==> config.mk <==
export PLATFORM = sky130hd
export DESIGN_NAME = k_smallest_distinct_set_flat
export DESIGN_NICKNAME = d
export VERILOG_FILES = /design/src/ksds_pkg.sv /design/src/ksds_in_if.sv /design/src/ksds_out_if.sv /design/src/ksds_ctrl.sv /design/src/ksds_dp.sv /design/src/k_smallest_distinct_set.sv /design/src/flat_wrapper.sv
export VERILOG_INCLUDE_DIRS = /design/src /design/src/src
export SDC_FILE = /design/constraint.sdc
export NUM_CORES = 1
export LEC_CHECK = 0
export BUFFER_PORTS_ARGS = -buffer_cell sky130_fd_sc_hd__buf_4
export CAP_MARGIN = 10
export CORE_MARGIN = 1
export CORE_UTILIZATION = 42
export CTS_BUF_LIST = sky130_fd_sc_hd__clkbuf_4
export CTS_CLUSTER_DIAMETER = 100
export DETAILED_ROUTE_END_ITERATION = 10
export GPL_TIMING_DRIVEN = 0
export PLACE_DENSITY = 0.58
export SLEW_MARGIN = 40
export SYNTH_ARGS = -nofsm -noshare
export SYNTH_HDL_FRONTEND = slang
export SYNTH_SLANG_ARGS = --single-unit
==> constraint.sdc <==
create_clock -name clk_i -period 3.2 [get_ports clk_i]
set_input_delay 0.96 -clock clk_i [delete_from_list [all_inputs] [get_ports clk_i]]
set_output_delay 0.96 -clock clk_i [all_outputs]
set_load 0.03 [all_outputs]
==> src/assert_macros.svh <==
// Assertion macros used by the datapath (ksds_dp.sv).
`ifndef ASSERT_MACROS_SVH
`define ASSERT_MACROS_SVH

// Property must hold at every clock edge outside reset.
`define ASSERT_ALWAYS(lbl, clk, rst_n, prop) \
  lbl: assert property (@(posedge clk) disable iff (!rst_n) (prop)) \
    else $error("assertion failed");

// Whenever ante holds, cons must hold in the same cycle.
`define ASSERT_IMPLIES(lbl, clk, rst_n, ante, cons) \
  lbl: assert property (@(posedge clk) disable iff (!rst_n) (ante) |-> (cons)) \
    else $error("assertion failed");

`endif

==> src/ksds_pkg.sv <==
// Shared constants, types and command codes of the k-smallest distinct set.
package ksds_pkg;

  localparam int CAPACITY = 10;
  localparam int VAL_W    = 20;
  localparam int CMD_W    = 2;
  localparam int LIM_W    = 4;
  localparam int CNT_W    = $clog2(CAPACITY + 1);
  localparam int IDX_W    = (CAPACITY > 1) ? $clog2(CAPACITY) : 1;
  localparam int CMP_W    = (CNT_W > LIM_W) ? CNT_W : LIM_W;

  typedef logic [VAL_W-1:0] value_t;
  typedef logic [CNT_W-1:0] cnt_t;
  typedef logic [CMD_W-1:0] cmd_t;
  typedef logic [LIM_W-1:0] limit_t;

  localparam cmd_t CMD_CLEAR  = 2'd0;
  localparam cmd_t CMD_INSERT = 2'd1;
  localparam cmd_t CMD_EMIT   = 2'd2;

  // Controller -> datapath
  typedef struct packed {
    logic clear;
    logic insert;
    logic start_emit;
    logic emit_step;
    logic load_empty;
  } ctrl_cmd_t;

  // Datapath -> controller
  typedef struct packed {
    logic slot_free;
    logic n_zero;
    logic last_step;
  } dp_stat_t;

endpackage

==> src/ksds_in_if.sv <==
// Input channel: command items with valid/ready handshake.
interface ksds_in_if;
  import ksds_pkg::*;

  logic   valid;
  logic   ready;
  cmd_t   command;
  value_t value;
  limit_t limit;

  modport source (output valid, output command, output value, output limit, input ready);
  modport sink   (input valid, input command, input value, input limit, output ready);
endinterface

==> src/ksds_out_if.sv <==
// Output channel: emitted values with valid/ready handshake.
interface ksds_out_if;
  import ksds_pkg::*;

  logic   valid;
  logic   ready;
  value_t item;
  logic   empty_res;
  logic   last;

  modport source (output valid, output item, output empty_res, output last, input ready);
  modport sink   (input valid, input item, input empty_res, input last, output ready);
endinterface

==> src/ksds_ctrl.sv <==
// Controller FSM: sequences clear, insert and emit runs.
module ksds_ctrl (
  input  logic                clk_i,
  input  logic                rst_ni,
  input  logic                in_valid_i,
  input  ksds_pkg::cmd_t      in_command_i,
  input  ksds_pkg::dp_stat_t  stat_i,
  output logic                in_ready_o,
  output ksds_pkg::ctrl_cmd_t cmd_o
);
  import ksds_pkg::*;

  localparam logic ST_IDLE = 1'b0;
  localparam logic ST_EMIT = 1'b1;

  logic state_q, state_d;
  logic accept;

  assign accept = in_valid_i && in_ready_o;

  always_comb begin
    state_d    = state_q;
    in_ready_o = 1'b0;
    cmd_o      = '0;
    case (state_q)
      ST_IDLE: begin
        // hold off input until the output register can take a result
        in_ready_o = stat_i.slot_free;
        if (accept) begin
          case (in_command_i)
            CMD_CLEAR:  cmd_o.clear  = 1'b1;
            CMD_INSERT: cmd_o.insert = 1'b1;
            CMD_EMIT: begin
              if (stat_i.n_zero) begin
                cmd_o.load_empty = 1'b1;
              end else begin
                cmd_o.start_emit = 1'b1;
                state_d          = ST_EMIT;
              end
            end
            default: ;
          endcase
        end
      end
      ST_EMIT: begin
        if (stat_i.slot_free) begin
          cmd_o.emit_step = 1'b1;
          if (stat_i.last_step) begin
            state_d = ST_IDLE;
          end
        end
      end
      default: state_d = ST_IDLE;
    endcase
  end

  always_ff @(posedge clk_i or negedge rst_ni) begin
    if (!rst_ni) begin
      state_q <= ST_IDLE;
    end else begin
      state_q <= state_d;
    end
  end

endmodule

==> src/ksds_dp.sv <==
// Datapath: sorted entry registers, parallel insert, emit counter, output register.
`include "assert_macros.svh"

module ksds_dp (
  input  logic                clk_i,
  input  logic                rst_ni,
  input  ksds_pkg::ctrl_cmd_t cmd_i,
  input  ksds_pkg::value_t    value_i,
  input  ksds_pkg::limit_t    limit_i,
  input  logic                out_ready_i,
  output ksds_pkg::dp_stat_t  stat_o,
  output logic                out_valid_o,
  output ksds_pkg::value_t    item_o,
  output logic                empty_res_o,
  output logic                last_o
);
  import ksds_pkg::*;

  value_t entries_q [CAPACITY];
  value_t entries_d [CAPACITY];
  cnt_t   count_q, count_d;
  cnt_t   k_q, k_d;
  cnt_t   n_q, n_d;
  logic   ovalid_q, ovalid_d;
  value_t item_q, item_d;
  logic   empty_q, empty_d;
  logic   last_q, last_d;

  logic [CAPACITY-1:0] lt, eq;
  logic   full, ignore_ins;
  cnt_t   n_eff;
  logic   lim_below;

  // Parallel compare against every held entry
  always_comb begin
    for (int i = 0; i < CAPACITY; i++) begin
      lt[i] = (CNT_W'(i) < count_q) && (entries_q[i] < value_i);
      eq[i] = (CNT_W'(i) < count_q) && (entries_q[i] == value_i);
    end
  end

  assign full       = (count_q == CNT_W'(CAPACITY));
  // duplicate, or full set with value not below the largest entry
  assign ignore_ins = (|eq) || (full && (&lt));

  assign lim_below = (CMP_W'(limit_i) < CMP_W'(count_q));
  assign n_eff     = lim_below ? CNT_W'(limit_i) : count_q;

  assign stat_o.slot_free = !ovalid_q || out_ready_i;
  assign stat_o.n_zero    = (n_eff == '0);
  assign stat_o.last_step = ((k_q + CNT_W'(1)) == n_q);

  always_comb begin
    entries_d = entries_q;
    count_d   = count_q;
    k_d       = k_q;
    n_d       = n_q;
    ovalid_d  = ovalid_q && !out_ready_i;
    item_d    = item_q;
    empty_d   = empty_q;
    last_d    = last_q;

    if (cmd_i.clear) begin
      count_d = '0;
    end

    if (cmd_i.insert && !ignore_ins) begin
      // entries below the slot stay, the slot takes the value, the rest shift up
      entries_d[0] = lt[0] ? entries_q[0] : value_i;
      for (int i = 1; i < CAPACITY; i++) begin
        if (lt[i]) begin
          entries_d[i] = entries_q[i];
        end else if (lt[i-1]) begin
          entries_d[i] = value_i;
        end else begin
          entries_d[i] = entries_q[i-1];
        end
      end
      if (!full) begin
        count_d = count_q + CNT_W'(1);
      end
    end

    if (cmd_i.start_emit) begin
      n_d = n_eff;
      k_d = '0;
    end

    if (cmd_i.emit_step) begin
      item_d   = entries_q[k_q[IDX_W-1:0]];
      empty_d  = 1'b0;
      last_d   = stat_o.last_step;
      ovalid_d = 1'b1;
      k_d      = k_q + CNT_W'(1);
    end

    if (cmd_i.load_empty) begin
      item_d   = '0;
      empty_d  = 1'b1;
      last_d   = 1'b1;
      ovalid_d = 1'b1;
    end
  end

  always_ff @(posedge clk_i or negedge rst_ni) begin
    if (!rst_ni) begin
      count_q  <= '0;
      k_q      <= '0;
      n_q      <= '0;
      ovalid_q <= 1'b0;
    end else begin
      count_q  <= count_d;
      k_q      <= k_d;
      n_q      <= n_d;
      ovalid_q <= ovalid_d;
    end
  end

  always_ff @(posedge clk_i) begin
    entries_q <= entries_d;
    item_q    <= item_d;
    empty_q   <= empty_d;
    last_q    <= last_d;
  end

  assign out_valid_o = ovalid_q;
  assign item_o      = item_q;
  assign empty_res_o = empty_q;
  assign last_o      = last_q;

  `ASSERT_ALWAYS(a_count_bound, clk_i, rst_ni, count_q <= CNT_W'(CAPACITY))
  `ASSERT_IMPLIES(a_step_in_range, clk_i, rst_ni, cmd_i.emit_step, k_q < n_q && n_q <= count_q)
  `ASSERT_IMPLIES(a_no_overwrite, clk_i, rst_ni, ovalid_q && !out_ready_i,
                  !cmd_i.emit_step && !cmd_i.load_empty)

endmodule

==> src/k_smallest_distinct_set.sv <==
// Top level of the k-smallest distinct set: controller plus datapath.
//
// Usage:
//   in_i  carries commands: clear, insert value, emit up to limit values.
//   out_o carries results: item, empty_res, last. A transfer happens when
//         valid and ready are both high at a rising edge.
//   Clear and insert produce no result; the controller stays idle, so the next
//   command is taken as soon as an output slot is free.
//   Insert compares the value against all held entries in parallel and
//   writes the sorted, shifted row of entry registers when it is accepted.
//   Emit with n = min(limit, count) values: after the accept, values are
//   loaded into the output register one per cycle while a slot is free, and
//   the emit counter ends the run after n values; no command is taken meanwhile.
//   Emit with nothing to output loads one empty result in the accept cycle.
//   Unused command code 3 is taken and ignored.
//   Reset empties the set and drops any pending result; entry contents are
//   not cleared, only the fill count.
//   When the receiver stalls, the output register holds its result and
//   in_i.ready drops while a result waits and no slot is free; the emit
//   run pauses until the register is taken.
module k_smallest_distinct_set (
  input  logic              clk_i,
  input  logic              rst_ni,
  ksds_in_if.sink           in_i,
  ksds_out_if.source        out_o
);
  import ksds_pkg::*;

  ctrl_cmd_t ctrl_cmd;
  dp_stat_t  dp_stat;

  // Command sequencing: idle/emit states
  ksds_ctrl u_ctrl (
    .clk_i        (clk_i),
    .rst_ni       (rst_ni),
    .in_valid_i   (in_i.valid),
    .in_command_i (in_i.command),
    .stat_i       (dp_stat),
    .in_ready_o   (in_i.ready),
    .cmd_o        (ctrl_cmd)
  );

  // Entry storage, compare network, emit counter and output register
  ksds_dp u_dp (
    .clk_i       (clk_i),
    .rst_ni      (rst_ni),
    .cmd_i       (ctrl_cmd),
    .value_i     (in_i.value),
    .limit_i     (in_i.limit),
    .out_ready_i (out_o.ready),
    .stat_o      (dp_stat),
    .out_valid_o (out_o.valid),
    .item_o      (out_o.item),
    .empty_res_o (out_o.empty_res),
    .last_o      (out_o.last)
  );

endmodule

==> src/flat_wrapper.sv <==
// flat-port wrapper written by rule: the top's interface ports become plain ports
module k_smallest_distinct_set_flat import ksds_pkg::*;
  (clk_i, rst_ni, in_i_valid, in_i_command, in_i_value, in_i_limit, in_i_ready, out_o_valid, out_o_item, out_o_empty_res, out_o_last, out_o_ready);
  ksds_in_if in_i_i ();
  ksds_out_if out_o_i ();
  input  logic clk_i;
  input  logic rst_ni;
  input wire logic [$bits(in_i_i.valid)-1:0] in_i_valid;
  input wire logic [$bits(in_i_i.command)-1:0] in_i_command;
  input wire logic [$bits(in_i_i.value)-1:0] in_i_value;
  input wire logic [$bits(in_i_i.limit)-1:0] in_i_limit;
  output wire logic [$bits(in_i_i.ready)-1:0] in_i_ready;
  output wire logic [$bits(out_o_i.valid)-1:0] out_o_valid;
  output wire logic [$bits(out_o_i.item)-1:0] out_o_item;
  output wire logic [$bits(out_o_i.empty_res)-1:0] out_o_empty_res;
  output wire logic [$bits(out_o_i.last)-1:0] out_o_last;
  input wire logic [$bits(out_o_i.ready)-1:0] out_o_ready;
  assign in_i_i.valid = in_i_valid;
  assign in_i_i.command = in_i_command;
  assign in_i_i.value = in_i_value;
  assign in_i_i.limit = in_i_limit;
  assign in_i_ready = in_i_i.ready;
  assign out_o_valid = out_o_i.valid;
  assign out_o_item = out_o_i.item;
  assign out_o_empty_res = out_o_i.empty_res;
  assign out_o_last = out_o_i.last;
  assign out_o_i.ready = out_o_ready;
  k_smallest_distinct_set u_core (.clk_i(clk_i), .rst_ni(rst_ni), .in_i(in_i_i), .out_o(out_o_i));
endmodule
==> results.py, run 1 <==
metrics = {
    "detailed_routing": {
        "num_vias": 12100,
        "wire_per_inst_um": 26.4,
        "drtAntennaViolNets": 0,
        "routed_wl_mm": 52.9,
        "drc_errors": 0,
        "drt_iter0_drc": 1013,
        "firstDrtPassIters": 5,
        "vias_per_cell": 6.00,
    },
    "timing": {
        "fin_skew_ns": 0.0326,
        "relSlewSlack_pct": 40.9,
        "drv_slew": 0,
        "worstMarginPinSlew_ns": 0.886,
        "post-route-period-util_pct": 99.6,
        "post-route-min-period_ns": 3.19,
        "whs_ns": 0.0506,
        "rsz0062_at_grt": "no",
        "hold_viol": 0,
        "max_freq_ghz": 0.314,
        "setup_violations": 0,
        "setup-tns-final_ns": 0,
    },
    "placement": {
        "io_buffers": 53,
        "dpl.cell_count": 1848,
        "hpwlAfterDp_mm": 38.6,
        "gp_congestion": 0.954,
        "postPlaceCellArea_mm2": 0.0177,
    },
    "floorplan": {
        "core_mm2": 0.0377,
        "die_w_um": 197,
        "placementRows": 71,
        "fp.dieH_um": 197,
        "dieArea_mm2": 0.0390,
        "ios": 54,
        "start_util_pct": 42.6,
    },
    "clock_tree": {
        "clk_pin_slew_ns": 0.06,
        "clock-root-buffer": "clkbuf_4",
        "cts_buffers": 71,
        "cts_tree": "built",
        "postCtsHoldBufs": 0,
        "clock_sinks": 236,
        "clk_latency_ns": 0.76,
        "cts.path.max_buffers": 3,
        "htree_levels": 3,
    },
    "cells_and_area": {
        "seqCellArea_mm2": 0.00680,
        "multiInputGateArea_mm2": 0.00934,
        "fillCellCount": 3365,
        "final_util_pct": 51.2,
        "layout-drive-gt1-share_pct": 37.2,
        "postLayoutCellArea_mm2": 0.0193,
        "layout.cells.non_filler": 2008,
        "area_growth_pct": 20.1,
        "nets": 1677,
    },
    "global_route": {
        "grt_pass1_vias": 12200,
        "grt_max_degree": 21,
        "grt-ovfl-total": 0,
        "grtUsageTotal_pct": 27.7,
        "grt_pass1_wl_mm": 77.2,
        "antenna_found_initial": 2,
    },
    "critical_path": {
        "critPathKind": "input pin to register",
        "crit_arrival_ns": 3.67,
        "crit_path_end_kind": "register",
        "cp_data_required_time_ns": 3.69,
        "worst_setup_path_start_kind": "input pin",
        "cp_max_fo": 16,
    },
    "synthesis": {
        "syn_inst": 1281,
        "yosys_warnings": 0,
        "syn-cell-area_mm2": 0.0160,
        "synth-edff-count": 200,
        "synth_cell_type_count": 56,
        "async_reset_ff_share_pct": 5.93,
        "synth_area_per_cell_um2": 12.5,
        "seq_area_frac_synth_pct": 42.4,
        "synth_flop_cell": "edfxtp_1",
        "ys_seq_elements": 236,
        "syn_nets": 1518,
    },
    "run": {
        "max_cap_violations": 0,
    },
    "pwr": {
        "leakage_nw": 7.55,
        "powerDensity_mw_per_mm2": 661,
        "ir_drop_v": 0.000236,
    },
    "worst_hold_path": {
        "hp-class": "input pin to async pin",
    },
    "run_status": {
        "outcome": "finished, final reports clean",
    },
}
metal layers:
layer  vias up  routed length, um  global-route usage, %
met1      6023              21200                   34.4
met2       474              25700                   46.6
met3       131               3560                   4.88
met4         0               2500                   13.3
met5         -                  0                      0
li1       5426                  -                      -
worst paths after layout:
| check | cells after the start | to | slack, ns | startpoint |
|---|---|---|---|---|
| worst max-delay path | 12 | u_core.u_dp.entries_q[186]$_DFFE_PP_ | 0.01 | in_i_value[19] |
| worst min-delay path | 1 | u_core.u_dp.k_q[2]$_DFFE_PN0P_ | 0.05 | rst_ni |
| worst max register to register | 8 | u_core.u_dp.entries_q[151]$_DFFE_PP_ | 0.06 | u_core.u_dp.entries_q[155]$_DFFE_PP_ |
| worst min register to register | 1 | u_core.u_dp.empty_res_o$_SDFFE_PP1P_ | 0.45 | u_core.u_dp.empty_res_o$_SDFFE_PP1P_ |
| max in group asynchronous | 1 | u_core.u_dp.count_q[2]$_DFF_PN0_ | 2.96 | rst_ni |
| min in group clk_i | 1 | u_core.u_dp.entries_q[182]$_DFFE_PP_ | 0.39 | in_i_value[2] |
logic make-up after synthesis:
family,share of synthesized area [%]
DFF,42.4
and+or+nand+nor,7.54
AOI/OAI and AO/OA,10.2
buffers and inverters,2.73
adders and majority gates,16.1
xor gates and xnor gates,0.382
muxes,20.6
sequential cells by signal (all words and copies together), names as in the netlist:
| register | count |
|---|---|
| u_core.u_dp.item_o | 20 |
| u_core.u_ctrl.state_q | 1 |
| u_core.u_dp.k_q | 4 |
| u_core.u_dp.empty_res_o | 1 |
| u_core.u_dp.out_valid_o | 1 |
| u_core.u_dp.entries_q | 200 |
| u_core.u_dp.n_q | 4 |
| u_core.u_dp.last_o | 1 |
| u_core.u_dp.count_q | 4 |
repair_timing:
item | CTS | global route
cloned | 7 | 0
pin swaps | 10 | 14
buffers inserted | 10 | 13
endpoints found under the setup margin | 245 | 273
gates resized for setup | 23 | 18
critical path, stage by stage:
cell	delay (ns)
buf_4	0.10
clkbuf_8	0.17
inv_4	0.08
ha_1	0.31
nand4_1	0.32
nor4_4	0.56
a21oi_1	0.18
nand4_1	0.19
or2_4	0.24
buf_12	0.25
nor2_4	0.10
buf_16	0.17
synthesized netlist by cell type, types with 9 or more instances:
master / n / area (um^2)
a21o_1: 42 / 315
a21oi_1: 62 / 310
a22oi_1: 22 / 165
buf_2: 23 / 115
clkbuf_1: 42 / 158
dfrtp_1: 14 / 350
dfxtp_1: 22 / 440
edfxtp_1: 200 / 6010
ha_1: 207 / 2590
inv_1: 36 / 135
mux2_2: 179 / 2020
mux2_4: 19 / 285
mux4_2: 40 / 901
nand2_1: 46 / 173
nand4_1: 49 / 307
nor2_1: 66 / 248
nor2b_1: 26 / 163
nor4_1: 9 / 56.3
o211ai_1: 27 / 203
o21ai_0: 49 / 245
power by group:
group	internal [mW]	switching (mW)	total [mW]
clock network	1.57	1.39	2.96
registers	3.91	0.303	4.21
logic	2.40	3.16	5.56
total	7.87	4.86	12.7
cells in the final DEF (no fill, tap or decap), types with 27 or more instances in the layout:
| cell type | count |
|---|---|
| ha_1 | 195 |
| nor2_1 | 58 |
| o211ai_1 | 27 |
| a21o_1 | 42 |
| mux2_2 | 179 |
| edfxtp_1 | 200 |
| a21oi_1 | 60 |
| nand2_1 | 46 |
| clkbuf_4 | 113 |
| mux4_2 | 40 |
| buf_4 | 73 |
| nand4_1 | 49 |
| o21ai_0 | 43 |
area by class of cell:
cell class | instances | area share, %
Tap cell | 511 | 3.32
Clock inverter | 15 | 0.292
Multi-Input combinational cell | 947 | 48.5
Inverter | 36 | 1.08
Buffer | 69 | 2.95
Timing Repair Buffer | 79 | 4.23
Antenna cell | 4 | 0.0519
Clock buffer | 111 | 4.32
Sequential cell | 236 | 35.3
metrics by stage:
| step | power (mW) | setup WS [ns] |
|---|---|---|
| floorplan | 7.88 | -0.124 |
| global placement | 9.50 | -1.75 |
| detailed placement | 9.61 | -1.49 |
| CTS | 12.7 | -0.0158 |
| global route | 13.4 | 0.0102 |
| finish | 12.7 | 0.0133 |
(Power assumes the default switching activity.)
==> run 2, diff against run 1 <==
GPL_TIMING_DRIVEN = unset   (was 0)
PLACE_DENSITY = 0.7   (was 0.58)
==> run 2 against run 1 <==
First-iteration DRC count increased by 1.4%. Die area unchanged. Critical path depth unchanged. Global-route usage about the same. Hold slack improved by 0.0025 ns. Clock power increased by 5%. Clock skew increased by 0.022 ns. Combinational power increased by 3%. Clock-buffer cell count decreased by 3. Sequential power increased by 3%. Flip-flop and latch count unchanged. Cell count increased by 5.4%.
==> results.py, run 2 (synthesis gave the netlist of run 1 again) <==
metrics = {
    "run_status": {
        "outcome": "finished, final reports clean",
    },
    "global_route": {
        "use_met1_pct": 34.4,
        "grtUsageTotal_pct": 27.7,
        "grt_pass1_wl_mm": 79.3,
        "antenna_found_initial": 1,
        "grtUsageMet2_pct": 45.6,
        "grt_max_degree": 66,
        "grt_pass1_vias": 13000,
        "grt_use_met3_pct": 6.20,
        "grt-ovfl-total": 0,
        "busiest_layer": "met2",
    },
    "timing": {
        "post-route-period-util_pct": 99.6,
        "max_freq_ghz": 0.314,
        "post-route-min-period_ns": 3.19,
        "hold_viol": 0,
        "fin_skew_ns": 0.0546,
        "drv_slew": 0,
        "setup_violations": 0,
        "relSlewSlack_pct": 56.4,
        "worstMarginPinSlew_ns": 0.649,
    },
    "critical_path": {
        "cp_max_fo": 9,
        "crit_chain": "buf_4, inv_6, buf_4, ha_4, nand4_2, nor3_2, a21boi_2, or4_4, a2111oi_4, clkbuf_16, buf_12, mux2_4",
        "crit_path_end_kind": "register",
        "critPathMaxStageDelay_ns": 0.56,
        "slowest_stage": "or4_4",
        "worst_setup_path_start_kind": "input pin",
        "crit_arrival_ns": 3.67,
        "cp_data_required_time_ns": 3.68,
        "crit_top_cell": "buf_4",
        "critPathKind": "input pin to register",
    },
    "clock_tree": {
        "postCtsHoldBufs": 0,
        "clk_latency_ns": 0.77,
        "clock-root-buffer": "clkbuf_4",
        "cts.path.max_buffers": 3,
        "htree_levels": 3,
        "cts_tree": "built",
        "clk_pin_slew_ns": 0.06,
        "clock_sinks": 236,
        "cts_buffers": 72,
    },
    "detailed_routing": {
        "drt_iter0_drc": 1027,
        "firstDrtPassIters": 5,
        "drc_errors": 0,
        "num_vias": 12600,
        "routed_wl_mm": 53.2,
        "vias_per_cell": 5.96,
        "drtAntennaViolNets": 0,
        "wire_per_inst_um": 25.1,
    },
    "pwr": {
        "finalPower_mw": 13.2,
        "powerDensity_mw_per_mm2": 654,
        "ir_drop_v": 0.000502,
        "leakage_nw": 8.08,
    },
    "cells_and_area": {
        "largest_reg_flops": 200,
        "most-common-layout-cells": "buf_4 (233), edfxtp_1 (200), ha_1 (195)",
        "layout-drive-gt1-share_pct": 42.9,
        "area_growth_pct": 25.6,
        "regMostFlops": "u_core.u_dp.entries_q",
        "fillCellCount": 3234,
        "layout.cells.non_filler": 2117,
        "final_common_cell": "buf_4",
        "nets": 1791,
    },
    "floorplan": {
        "dieArea_mm2": 0.0390,
        "ios": 54,
        "core_mm2": 0.0377,
        "die_w_um": 197,
        "start_util_pct": 42.6,
        "placementRows": 71,
        "fp.dieH_um": 197,
    },
    "run": {
        "max_cap_violations": 0,
    },
    "worst_hold_path": {
        "hp-class": "input pin to async pin",
    },
    "placement": {
        "hpwlAfterDp_mm": 38.5,
        "gp_congestion": 0.930,
        "io_buffers": 53,
        "dpl.cell_count": 1976,
    },
}
## run 2: path summary, 6_finish.rpt
| kind | depth (start not counted) | slack (ns) | start | to |
|---|---|---|---|---|
| worst max register to register | 9 | 0.05 | u_core.u_dp.entries_q[139]$_DFFE_PP_ | u_core.u_dp.entries_q[117]$_DFFE_PP_ |
| worst min-delay path | 1 | 0.05 | rst_ni | u_core.u_dp.n_q[3]$_DFFE_PN0P_ |
| min in group clk_i | 1 | 0.45 | u_core.u_dp.empty_res_o$_SDFFE_PP1P_ | u_core.u_dp.empty_res_o$_SDFFE_PP1P_ |
| max in group asynchronous | 1 | 2.95 | rst_ni | u_core.u_dp.count_q[1]$_DFF_PN0_ |
| worst min register to register | 1 | 0.45 | u_core.u_dp.empty_res_o$_SDFFE_PP1P_ | u_core.u_dp.empty_res_o$_SDFFE_PP1P_ |
| worst max-delay path | 12 | 0.01 | in_i_value[14] | u_core.u_dp.entries_q[138]$_DFFE_PP_ |
## run 2: final cells by class
cell class / instances / area [um^2] / share of cell area (%)
multi-input cells: 944 / 9220 / 45.7
flip-flops and latches: 236 / 6800 / 33.8
repair buffers: 264 / 2350 / 11.7
clock buffers: 108 / 811 / 4.02
well taps: 511 / 639 / 3.17
inverters: 36 / 208 / 1.03
clock inverters: 15 / 114 / 0.565
diodes: 3 / 7.51 / 0.0373
## run 2: worst max-delay path: cells and delay by family
family	cells	cell delay, ns
fa+ha+maj	1	0.22
compound gates	2	0.59
buf+inv	5	0.75
mux	1	0.30
simple gates	3	0.81
## run 2: timing repair
item	4_1_cts	5_1_grt
gates cloned	3	2
setup endpoints to repair	81	231
setup buffers	5	8
gates resized for setup	6	15
pin swaps	7	10
## run 2: power by group
group | leakage (nW) | total [mW] | switching, mW | internal (mW)
registers | 2.18 | 4.34 | 0.427 | 3.91
clock network | 0.555 | 3.11 | 1.42 | 1.69
logic | 5.34 | 5.74 | 3.03 | 2.71
## run 2: through the flow
step,hold WS (ns),worst slack [ns],TNS (ns),util (%),area (um^2)
2_1_floorplan,0.475,-0.124,-2.54,-,16600
3_3_place_gp,0.441,-1.10,-289.90,50.2,18900
5_1_grt,0.0318,-0.00200,-0.00200,53.5,20100
4_1_cts,0.00557,0.00724,0,53.0,20000
6_report,0.0530,0.0130,0,53.5,20100
3_5_place_dp,0.442,-1.11,-267.15,50.4,19000
## run 2: per-layer routing
layer	share of wire [%]	routed length, um
met1	40	21100
met3	7.7	4090
met4	4.8	2580
met5	0	0
met2	48	25500
==> run 3, diff against run 2 <==
ABC_AREA = 1   (was unset)
BUFFER_PORTS_ARGS = -buffer_cell sky130_fd_sc_hd__buf_2   (was -buffer_cell sky130_fd_sc_hd__buf_4)
==> run 3 against run 2 <==
First-iteration DRC count grew 25%. Cell count is 30% higher. Critical path depth is 5 higher. Global-route usage shrank 3.9 points. Die area grew 2.0%. Total power increased by 0.13%. Register-to-register slack gained 0.11 ns. Hold slack gained 0.089 ns. Clock power fell by 7.4%. Critical path type unchanged. Highest routed layer unchanged.
==> results.py, run 3 <==
metrics = {
    "clock_tree": {
        "clock_sinks": 236,
        "clk_latency_ns": 0.71,
        "cts_buffers": 69,
        "post_cts_buffers": 0,
        "clock-root-buffer": "clkbuf_4",
        "ctsResizeCount": 0,
        "htree_levels": 3,
        "cts.path.max_buffers": 3,
        "postCtsHoldBufs": 0,
        "clk_pin_slew_ns": 0.07,
        "cts_tree": "built",
    },
    "critical_path": {
        "crit_top_cell": "nand2_1",
        "cp_max_fo": 20,
        "reg2reg_slack_ns": 0.16,
        "rr_endpoint": "u_core.u_dp.entries_q[56]$_DFFE_PP_",
        "rr_worst_depth": 10,
        "critPathMaxStageDelay_ns": 0.46,
        "path_delay_family": "simple AND/OR/NAND/NOR gates",
        "crit_chain": "buf_2, inv_1, buf_4, ha_1, nand2_1, nor2_1, nand2_1, nor2_1, nand2_1, nand3_1, nor2_2, nand2_1, nor2_1, nand3_2, nand2_2, buf_4, nor2_4",
        "cp_data_required_time_ns": 3.51,
        "timing.rr.start": "u_core.u_dp.count_q[3]$_DFF_PN0_",
        "cp_num_cells": 17,
        "slowest_stage": "nor2_4",
        "crit_path_end_kind": "register",
        "crit_arrival_ns": 3.47,
        "worst-path-buf-inv": 4,
        "critPathKind": "input pin to register",
        "worst_setup_path_start_kind": "input pin",
    },
    "placement": {
        "hpwlAfterDp_mm": 35.9,
        "gp_congestion": 0.924,
        "io_buffers": 53,
        "pre_cts_ws_ns": -0.614,
        "postPlaceCellArea_mm2": 0.0181,
    },
    "cells_and_area": {
        "most-common-layout-cells": "nand2_1 (489), o21ai_0 (217), inv_1 (212)",
        "nets": 2415,
        "seqCellArea_mm2": 0.00680,
        "final_common_cell": "nand2_1",
        "layout-drive-gt1-share_pct": 14.1,
        "multiInputGateArea_mm2": 0.00855,
        "fillCellCount": 3552,
        "regMostFlops": "u_core.u_dp.entries_q",
        "largest_reg_flops": 200,
        "area_growth_pct": 16.3,
        "postLayoutCellArea_mm2": 0.0190,
    },
    "synthesis": {
        "synth_area_leaders": "edfxtp_1 (37%), ha_1 (16%), nand2_1 (11%)",
        "synth_cell_type_count": 37,
        "yosysMostFrequentCell": "nand2_1",
        "syn_inst": 2022,
        "seq_area_frac_synth_pct": 41.5,
        "synth_area_per_cell_um2": 8.09,
        "syn_nets": 2259,
        "synth_flop_cell": "edfxtp_1",
        "syn-cell-area_mm2": 0.0164,
        "ys_seq_elements": 236,
        "async_reset_ff_share_pct": 5.93,
        "yosys_warnings": 0,
        "synth_top_area_share_pct": 36.7,
        "yosys.area.top_type": "edfxtp_1",
        "netlist_top_cells_count": "nand2_1 (489), o21ai_0 (217), inv_1 (212)",
        "synth-edff-count": 200,
    },
    "pwr": {
        "ir_drop_v": 0.000453,
        "leakage_nw": 8.55,
        "powerDensity_mw_per_mm2": 694,
        "finalPower_mw": 13.2,
    },
    "detailed_routing": {
        "drtAntennaViolNets": 0,
        "drc_errors": 0,
        "wire_per_inst_um": 17.1,
        "num_vias": 14800,
        "drt_iter0_drc": 1279,
        "firstDrtPassIters": 5,
        "vias_per_cell": 5.38,
        "routed_wl_mm": 47.0,
    },
    "timing": {
        "drv_slew": 0,
        "rsz0062_at_grt": "yes",
        "setup_slack_ns": 0.0423,
        "hold_viol": 0,
        "relSlewSlack_pct": 54.6,
        "worstMarginPinSlew_ns": 0.681,
        "fin_skew_ns": 0.0477,
        "whs_ns": 0.142,
        "post-route-min-period_ns": 3.16,
        "post-route-period-util_pct": 98.7,
        "setup_violations": 0,
        "max_freq_ghz": 0.317,
    },
    "global_route": {
        "grt_pass1_vias": 13800,
        "grt-ovfl-total": 0,
        "grt_pass1_wl_mm": 72.3,
        "grt_max_degree": 84,
        "antenna_found_initial": 1,
        "grtUsageTotal_pct": 23.8,
    },
    "run": {
        "max_cap_violations": 0,
    },
    "floorplan": {
        "fp.dieH_um": 199,
        "ios": 54,
        "placementRows": 71,
        "core_mm2": 0.0380,
        "start_util_pct": 43.0,
        "dieArea_mm2": 0.0398,
        "die_w_um": 199,
    },
    "run_status": {
        "outcome": "finished, final reports clean",
    },
    "worst_hold_path": {
        "hp-class": "input pin to async pin",
    },
}
run 3: worst register-to-register path: cells and delay by family (launching register included):
kind / cells / cell delay (ns)
AO/OA/AOI/OAI: 1 / 0.49
buffers and inverters: 2 / 0.48
flip-flops: 1 / 0.59
AND/OR/NAND/NOR: 7 / 1.15
run 3: routing by layer:
layer | up-vias | track usage, % | wire length, um
li1 | 7271 | - | -
met2 | 587 | 38.8 | 21900
met5 | - | 0 | 0
met1 | 6801 | 31.7 | 20100
met3 | 98 | 3.88 | 3770
met4 | 0 | 8.93 | 1250
run 3: kinds of logic after synthesis:
family / Yosys count / share of synthesized area (%)
AND/OR/NAND/NOR: 778 / 18.7
AO/OA/AOI/OAI: 488 / 16.4
buffers and inverters: 306 / 7.13
flip-flops: 236 / 41.5
adder cells (fa/ha/maj): 207 / 15.8
XOR/XNOR: 6 / 0.321
multiplexers: 1 / 0.0688
run 3: power by group:
group | internal [mW] | switching (mW) | total (mW)
Sequential | 4.06 | 0.326 | 4.39
Combinational | 1.88 | 4.06 | 5.94
Clock | 1.53 | 1.35 | 2.88
Total | 7.47 | 5.73 | 13.2
run 3: stage by stage:
stage / instances / setup TNS (ns) / util (%)
2_1_floorplan: 2022 / -2.14 / -
3_3_place_gp: 2612 / -111.41 / 47.6
3_5_place_dp: 2612 / -124.28 / 47.6
4_1_cts: 2736 / 0 / 49.9
5_1_grt: 2743 / -8.49 / 50.1
6_report: 2743 / 0 / 50.1
run 3: how the worst max path moves through the flow:
stage | from | endpoint | slack [ns]
6_report | in_i_value[11] | u_core.u_dp.entries_q[56]$_DFFE_PP_ | 0.04
5_1_grt | in_i_value[11] | u_core.u_dp.entries_q[112]$_DFFE_PP_ | -0.12
3_3_place_gp | in_i_value[11] | u_core.u_dp.entries_q[192]$_DFFE_PP_ | -0.55
4_1_cts | in_i_value[11] | u_core.u_dp.entries_q[172]$_DFFE_PP_ | 0.10
2_1_floorplan | in_i_value[19] | u_core.u_dp.entries_q[0]$_DFFE_PP_ | -0.01
3_5_place_dp | in_i_value[11] | u_core.u_dp.entries_q[165]$_DFFE_PP_ | -0.61
run 3: area by class of cell:
| class | instances | area share (%) |
|---|---|---|
| repair buffers | 163 | 7.05 |
| clock buffers | 108 | 4.26 |
| well taps | 511 | 3.36 |
| multi-input cells | 1486 | 44.9 |
| diodes | 1 | 0.0131 |
| flip-flops and latches | 236 | 35.7 |
| inverters | 222 | 4.38 |
| clock inverters | 16 | 0.315 |
